===== src/sv/ldf_pkg.sv =====
// Shared types and constants for the length-prefixed message deframer.
package ldf_pkg;

  localparam int BYTE_W  = 8;
  localparam int WORD_W  = 16;
  localparam int TDATA_W = 40;
  localparam int TUSER_W = 2;

  localparam logic [WORD_W-1:0] MIN_LEN = 16'd2;
  localparam logic [WORD_W-1:0] ONE_LEN = 16'd1;

  typedef enum logic [2:0] {
    PH_LEN_HI  = 3'd0,
    PH_LEN_LO  = 3'd1,
    PH_TYPE_HI = 3'd2,
    PH_TYPE_LO = 3'd3,
    PH_DATA    = 3'd4,
    PH_SKIP    = 3'd5
  } ldf_phase_t;

  typedef struct packed {
    logic              malformed;
    logic              last;
    logic [WORD_W-1:0] byte_index;
    logic              data_valid;
    logic [BYTE_W-1:0] data_byte;
    logic [WORD_W-1:0] msg_type;
  } ldf_res_t;

endpackage


===== src/sv/ldf_parse.sv =====
// Header parser: tracks the frame phase and forms at most one result per byte.
module ldf_parse (
  input  logic                          clk,
  input  logic                          rst_n,
  input  logic                          in_fire,
  input  logic [ldf_pkg::BYTE_W-1:0]    rx_byte,
  output logic                          res_valid,
  output ldf_pkg::ldf_res_t             res
);

  ldf_pkg::ldf_phase_t           phase_r, phase_nxt;
  logic [ldf_pkg::WORD_W-1:0]    remaining_r, remaining_nxt;
  logic [ldf_pkg::BYTE_W-1:0]    length_high_r, length_high_nxt;
  logic [ldf_pkg::WORD_W-1:0]    type_word_r, type_word_nxt;
  logic [ldf_pkg::WORD_W-1:0]    data_count_r, data_count_nxt;
  logic [ldf_pkg::WORD_W-1:0]    len;
  logic [ldf_pkg::WORD_W-1:0]    type_full;
  logic                          rem_end;

  always_ff @(posedge clk) begin
    if (!rst_n) begin
      phase_r       <= ldf_pkg::PH_LEN_HI;
      remaining_r   <= '0;
      length_high_r <= '0;
      type_word_r   <= '0;
      data_count_r  <= '0;
    end else if (in_fire) begin
      phase_r       <= phase_nxt;
      remaining_r   <= remaining_nxt;
      length_high_r <= length_high_nxt;
      type_word_r   <= type_word_nxt;
      data_count_r  <= data_count_nxt;
    end
  end

  always_comb begin
    len             = {length_high_r, rx_byte};
    type_full       = {type_word_r[ldf_pkg::WORD_W-1:ldf_pkg::BYTE_W], rx_byte};
    rem_end         = (remaining_r <= ldf_pkg::ONE_LEN);
    phase_nxt       = phase_r;
    remaining_nxt   = remaining_r;
    length_high_nxt = length_high_r;
    type_word_nxt   = type_word_r;
    data_count_nxt  = data_count_r;
    res_valid       = 1'b0;
    res             = '0;
    case (phase_r)
      ldf_pkg::PH_LEN_LO: begin
        if (len < ldf_pkg::MIN_LEN) begin
          res_valid     = 1'b1;
          res.last      = 1'b1;
          res.malformed = 1'b1;
          if (len == ldf_pkg::ONE_LEN) begin
            remaining_nxt = ldf_pkg::ONE_LEN;
            phase_nxt     = ldf_pkg::PH_SKIP;
          end else begin
            remaining_nxt = '0;
            phase_nxt     = ldf_pkg::PH_LEN_HI;
          end
        end else begin
          remaining_nxt = len - ldf_pkg::MIN_LEN;
          phase_nxt     = ldf_pkg::PH_TYPE_HI;
        end
      end
      ldf_pkg::PH_TYPE_HI: begin
        type_word_nxt = {rx_byte, {ldf_pkg::BYTE_W{1'b0}}};
        phase_nxt     = ldf_pkg::PH_TYPE_LO;
      end
      ldf_pkg::PH_TYPE_LO: begin
        type_word_nxt  = type_full;
        data_count_nxt = '0;
        if (remaining_r == '0) begin
          res_valid    = 1'b1;
          res.msg_type = type_full;
          res.last     = 1'b1;
          phase_nxt    = ldf_pkg::PH_LEN_HI;
        end else begin
          phase_nxt = ldf_pkg::PH_DATA;
        end
      end
      ldf_pkg::PH_DATA: begin
        res_valid      = 1'b1;
        res.msg_type   = type_word_r;
        res.data_byte  = rx_byte;
        res.data_valid = 1'b1;
        res.byte_index = data_count_r;
        res.last       = rem_end;
        data_count_nxt = data_count_r + ldf_pkg::ONE_LEN;
        if (rem_end) begin
          remaining_nxt = '0;
          phase_nxt     = ldf_pkg::PH_LEN_HI;
        end else begin
          remaining_nxt = remaining_r - ldf_pkg::ONE_LEN;
        end
      end
      ldf_pkg::PH_SKIP: begin
        if (rem_end) begin
          remaining_nxt = '0;
          phase_nxt     = ldf_pkg::PH_LEN_HI;
        end else begin
          remaining_nxt = remaining_r - ldf_pkg::ONE_LEN;
        end
      end
      default: begin
        length_high_nxt = rx_byte;
        phase_nxt       = ldf_pkg::PH_LEN_LO;
      end
    endcase
  end

endmodule


===== src/sv/ldf_outbuf.sv =====
// Two-entry output buffer: result register plus skid register.
module ldf_outbuf (
  input  logic              clk,
  input  logic              rst_n,
  input  logic              push,
  input  ldf_pkg::ldf_res_t push_res,
  output logic              buf_ready,
  output logic              out_valid,
  input  logic              out_ready,
  output ldf_pkg::ldf_res_t out_res
);

  ldf_pkg::ldf_res_t main_r;
  ldf_pkg::ldf_res_t skid_r;
  logic              main_valid_r;
  logic              skid_valid_r;
  logic              advance;

  assign advance   = !main_valid_r || out_ready;
  assign buf_ready = !skid_valid_r;
  assign out_valid = main_valid_r;
  assign out_res   = main_r;

  always_ff @(posedge clk) begin
    if (!rst_n) begin
      main_valid_r <= 1'b0;
      skid_valid_r <= 1'b0;
    end else if (advance) begin
      if (skid_valid_r) begin
        main_valid_r <= 1'b1;
        skid_valid_r <= 1'b0;
      end else begin
        main_valid_r <= push;
      end
    end else if (push) begin
      skid_valid_r <= 1'b1;
    end
  end

  always_ff @(posedge clk) begin
    if (advance) begin
      if (skid_valid_r) begin
        main_r <= skid_r;
      end else if (push) begin
        main_r <= push_res;
      end
    end else if (push) begin
      skid_r <= push_res;
    end
  end

endmodule


===== src/sv/length_prefixed_message_deframer_core.sv =====
// Top level of the length-prefixed message deframer.
//
// Input stream: one byte per beat on in_tdata. Each message is a 16-bit
// big-endian length, a 16-bit big-endian type word and (length - 2) data
// bytes. Every data byte leaves as one beat on the output stream with the
// type word, its index and tlast on the final byte. A message with no data
// gives one beat with data_valid low and tlast high. A length below two
// gives one beat with malformed set, and a length of one swallows its byte.
// Apart from these two cases, header bytes give no beat.
// Each beat is registered in the output buffer before it appears on out_*.
// Throughput: one byte per cycle while in_tready is high; the parser updates in the accepting cycle
// and the result is held in a two-entry output buffer.
// When the receiver stalls, one extra result fits in the skid register;
// in_tready drops only once that is full.
// Reset (rst_n low, synchronous) returns the parser to expecting a length
// high byte and empties the output buffer.
module length_prefixed_message_deframer_core (
  input  logic                         clk,
  input  logic                         rst_n,
  input  logic                         in_tvalid,
  output logic                         in_tready,
  input  logic [ldf_pkg::BYTE_W-1:0]   in_tdata,   // [7:0] rx_byte
  output logic                         out_tvalid,
  input  logic                         out_tready,
  output logic [ldf_pkg::TDATA_W-1:0]  out_tdata,  // [15:0] msg_type, [23:16] data_byte,
                                                   // [39:24] byte_index
  output logic [ldf_pkg::TUSER_W-1:0]  out_tuser,  // [0] data_valid, [1] malformed
  output logic                         out_tlast
);

  logic              in_fire;
  logic              res_valid;
  ldf_pkg::ldf_res_t res;
  ldf_pkg::ldf_res_t out_res;

  assign in_fire = in_tvalid && in_tready;

  ldf_parse u_parse (
    .clk       (clk),
    .rst_n     (rst_n),
    .in_fire   (in_fire),
    .rx_byte   (in_tdata),
    .res_valid (res_valid),
    .res       (res)
  );

  ldf_outbuf u_outbuf (
    .clk       (clk),
    .rst_n     (rst_n),
    .push      (in_fire && res_valid),
    .push_res  (res),
    .buf_ready (in_tready),
    .out_valid (out_tvalid),
    .out_ready (out_tready),
    .out_res   (out_res)
  );

  assign out_tdata = {out_res.byte_index, out_res.data_byte, out_res.msg_type};
  assign out_tuser = {out_res.malformed, out_res.data_valid};
  assign out_tlast = out_res.last;

endmodule


===== config.mk =====
export PLATFORM = sky130hd
export DESIGN_NAME = length_prefixed_message_deframer_core
export DESIGN_NICKNAME = d
export VERILOG_FILES = /design/src/sv/ldf_pkg.sv /design/src/sv/ldf_parse.sv /design/src/sv/ldf_outbuf.sv /design/src/sv/length_prefixed_message_deframer_core.sv
export SDC_FILE = /design/constraint.sdc
export NUM_CORES = 1
export LEC_CHECK = 0
export BUFFER_PORTS_ARGS = -buffer_cell sky130_fd_sc_hd__buf_2
export CAP_MARGIN = 15
export CELL_PAD_IN_SITES_DETAIL_PLACEMENT = 2
export CELL_PAD_IN_SITES_GLOBAL_PLACEMENT = 2
export CORE_MARGIN = 10
export CORE_UTILIZATION = 43
export DETAILED_ROUTE_END_ITERATION = 16
export GPL_TIMING_DRIVEN = 0
export MAX_ROUTING_LAYER = met4
export PLACE_DENSITY = 0.83
export SLEW_MARGIN = 20
export SYNTH_ARGS = -nofsm -noshare
export SYNTH_HDL_FRONTEND = slang
export SYNTH_HIERARCHICAL = 1
export SYNTH_SLANG_ARGS = --single-unit

===== constraint.sdc =====
create_clock -name clk -period 8.6 [get_ports clk]
set_clock_uncertainty 0.1 [all_clocks]
set_input_delay 0.86 -clock clk [delete_from_list [all_inputs] [get_ports clk]]
set_output_delay 0.86 -clock clk [all_outputs]
set_load 0.01 [all_outputs]

==> results.md <==
* Run status: finished clean
* CP endpoint kind: flop
* Ant. Diodes at 0
* Final hold vios at 0
* Fin crit period at around 4 ns
* Die footprint at 21,500 um2
* Static Leak at ~2.8 nW
* Warnings from Yosys at 6
* FF-to-FF End: u_outbuf/out_res[15]
* RSZ-0062 raised after global routing: false
* Worst path required time at about 8.6 ns
* WL per Instance at approximately 28 um
* Residual DRC count at 0
* Fmax at ~250 MHz
* Dpl ws at approximately 4.4 ns
* Most frequent cells in the layout: edfxtp_1 (86), dfxtp_1 (61), buf_2 (55)
* FILL cells at 1,550
* Multi-input combinational cell area at approximately 2800 um2
* CTS tree: built
* Ys async rst share at 0
* Sink Count at approximately 150
* Resize count post-CTS at 0
* CTS H-tree depth at 4
* Net Count, Synth at about 600
* CTS root buffer: clkbuf_16
* # hold bufs at CTS at 0
* Final TNS setup at 0 ns
* Via count at 5,353
* Routability congestion estimate at 0.847
* Global-route usage over all layers at 0.238
* Detailed Route WL at 24,800 um
* Area Overhead vs Synth at 16.7%
* Count of unique library cells instantiated by Yosys at 64
* Worst skew pair latency at 0.44 ns
* Nets at between 600 and 700
* Register Area at 3800 um2
* Count of standard-cell rows at 46
* Top area cells in the synthesized netlist: edfxtp_1 (37%), dfxtp_1 (18%), mux2_4 (8.3%)
* # setup viols final at 0
* CP Cell Sequence: buf_2 -> clkbuf_1 -> nor4_1 -> nand4_1 -> or3_1 -> nand2_1 -> and3_1 -> nor2_1 -> nor2_4 -> buf_12
* Part of the cycle the worst path needs at 0.464
* Clock-pin slew of the registers on the worst-case setup and hold paths at around 0.07 ns
* Io pins at 57
* Slew margin rel. at 0.384
* Height of the chip at 147 um
* Core Region at 15,800 um2
* Layout cell share with drive strength beyond 1 at 0.217
* Detailed-route vias per instance at about 6
* Die Wd at ~150 um
* Post-DRT Antenna Nets at 0
* Iter 0 DRT Violations at 360
* Post-Syn Area at around 7000 um2
* Clock tree buffer depth at 2
* Number of synthesized flops with an enable pin at 86
* Share of the synthesized area in the top cell type at 0.375
* TritonRoute pass-1 iters at 5
* Largest net degree at the start of global routing at 36
* Post-route setup slack at ~4.6 ns
* Critical Path Source: in_tdata[3]
* CP arrival at approximately 4 ns
* Hold Worst Slack at approximately 0.36 ns
* Critical path class: in -> reg
* Num CTS Buffers at 17
* Initial antenna violation count at 0
* First-pass GRT wire length at 38,300 um
* #FFs+latches synth at between 100 and 150
* Synth area leader: edfxtp_1
* Origin of the critical flop-to-flop path: u_parse/remaining_r[2]
* Congestion Overflow GR at 0
* Crit path capture: u_outbuf/out_res[15]
* Critical Path Fanout Max at 31
* Avg Inst Size Synth at roughly 12 um2
* Max-Cap Viols at 0
* Commonest non-fill, non-tap cell in the layout: edfxtp_1
* Setup Buffers After CTS at 0
* Cells on worst reg2reg path at 10
* Max-slew violations at 0
* Hold Path Class: reg -> reg
* PortBufs at 52
* Initial core utilization at 0.436
* Worst-margin pin slew at around 0.92 ns
* Worst path slowest cell: nor4_1
* R2r setup slk at approximately 4.7 ns
* Worst VDD drop at roughly 0.15 mV
* HPWL after DPL at approximately 16,000 um
* Startpoint types: input port
* Vias in the first global route at roughly 6,000
* Max incr delay on CP at about 0.64 ns
* Share of the yosys chip area belonging to registers at 0.552
* Synth Instances at 597
* Pwr dens at ~210 nW/um2
* Commonest register cell after synthesis: edfxtp_1
## metal layers
layer  share of wire  vias to the layer above  track usage
met5               0                        -            -
met4           0.025                        0       0.0946
met3           0.040                       53       0.0405
met2            0.53                      154        0.414
met1            0.41                     2783        0.267
li1                -                     2363            -
## Yosys cell counts (3+ instances only)
library cell / instances
clkbuf_1: 25
buf_12: 4
inv_1: 13
a21oi_1: 36
xnor2_1: 9
dfxtp_1: 61
nor4_1: 5
a32o_1: 6
nand2_1: 50
mux2i_1: 10
o22ai_1: 6
and3_1: 4
or4_1: 4
or3_1: 16
o31a_1: 4
buf_2: 3
ha_1: 7
o21ai_0: 19
nor2b_1: 10
nand4_1: 6
mux2_4: 38
and2_1: 28
nor2_1: 39
nand3_1: 21
a22oi_1: 3
a22o_1: 6
and4_1: 4
a31oi_1: 3
edfxtp_1: 86
xor2_1: 6
o21ai_1: 3
mux2_2: 5
nor3b_1: 3
nor3_1: 15
## state kept, by name, indices dropped and copies added (netlist names), 3 cells and up
signal,count
u_parse/length_high_r,8
u_outbuf/out_res,43
u_parse/data_count_r,16
u_outbuf/skid_r,43
u_parse/phase_r,3
u_parse/remaining_r,16
u_parse/type_word_r,16
## cell families (layout without fill, tap and decap cells)
group / after synthesis / count (layout) / share of synthesized area
AO/OA/AOI/OAI: 109 / 109 / 0.107
XOR/XNOR: 15 / 15 / 0.0191
adder cells (fa/ha/maj): 7 / 7 / 0.0127
buffers and inverters: 50 / 136 / 0.0394
flip-flops: 147 / 147 / 0.552
multiplexers: 53 / 53 / 0.105
AND/OR/NAND/NOR: 216 / 216 / 0.165
## how the worst min path moves through the flow
stage               slack [ns]                    start  depth (start not counted)                      end
finish                    0.36  u_parse/remaining_r[10]                          2  u_parse/remaining_r[10]
global route              0.39  u_parse/remaining_r[10]                          2  u_parse/remaining_r[10]
CTS                       0.37  u_parse/remaining_r[10]                          2  u_parse/remaining_r[10]
floorplan                 0.33  u_parse/type_word_r[10]                          2  u_parse/type_word_r[10]
detailed placement        0.36   u_parse/type_word_r[1]                          2   u_parse/type_word_r[1]
global placement          0.34   u_parse/type_word_r[1]                          2   u_parse/type_word_r[1]
## worst max-delay path, delay by kind of cell
kind	cells	cell delay, ns
buffers and inverters	3	0.66
and+or+nand+nor	7	2.47
## where the power goes
part           switching (W)  internal [W]
Sequential         0.0000185      0.000760
Combinational       0.000141     0.0000655
Clock               0.000333      0.000405
## metrics by stage
step           std cells  instance area [um2]  utilization  power (W)
2_1_floorplan        597                 6900            -   0.000917
3_3_place_gp         865                 7430        0.469   0.000972
3_5_place_dp         867                 7470        0.472   0.000988
4_1_cts              899                 8050        0.508    0.00173
5_1_grt              899                 8050        0.508    0.00179
6_report             899                 8050        0.508    0.00172
## final cells by class
cell class              instances  share of cell area
plain buffers                  36              0.0272
well taps                     216              0.0336
flip-flops and latches        147               0.473
clock inverters                15              0.0180
repair buffers                 54              0.0373
multi-input cells             400               0.352
inverters                      14             0.00653
clock buffers                  17              0.0529
Note: power is estimated with default switching activity, not from simulation.
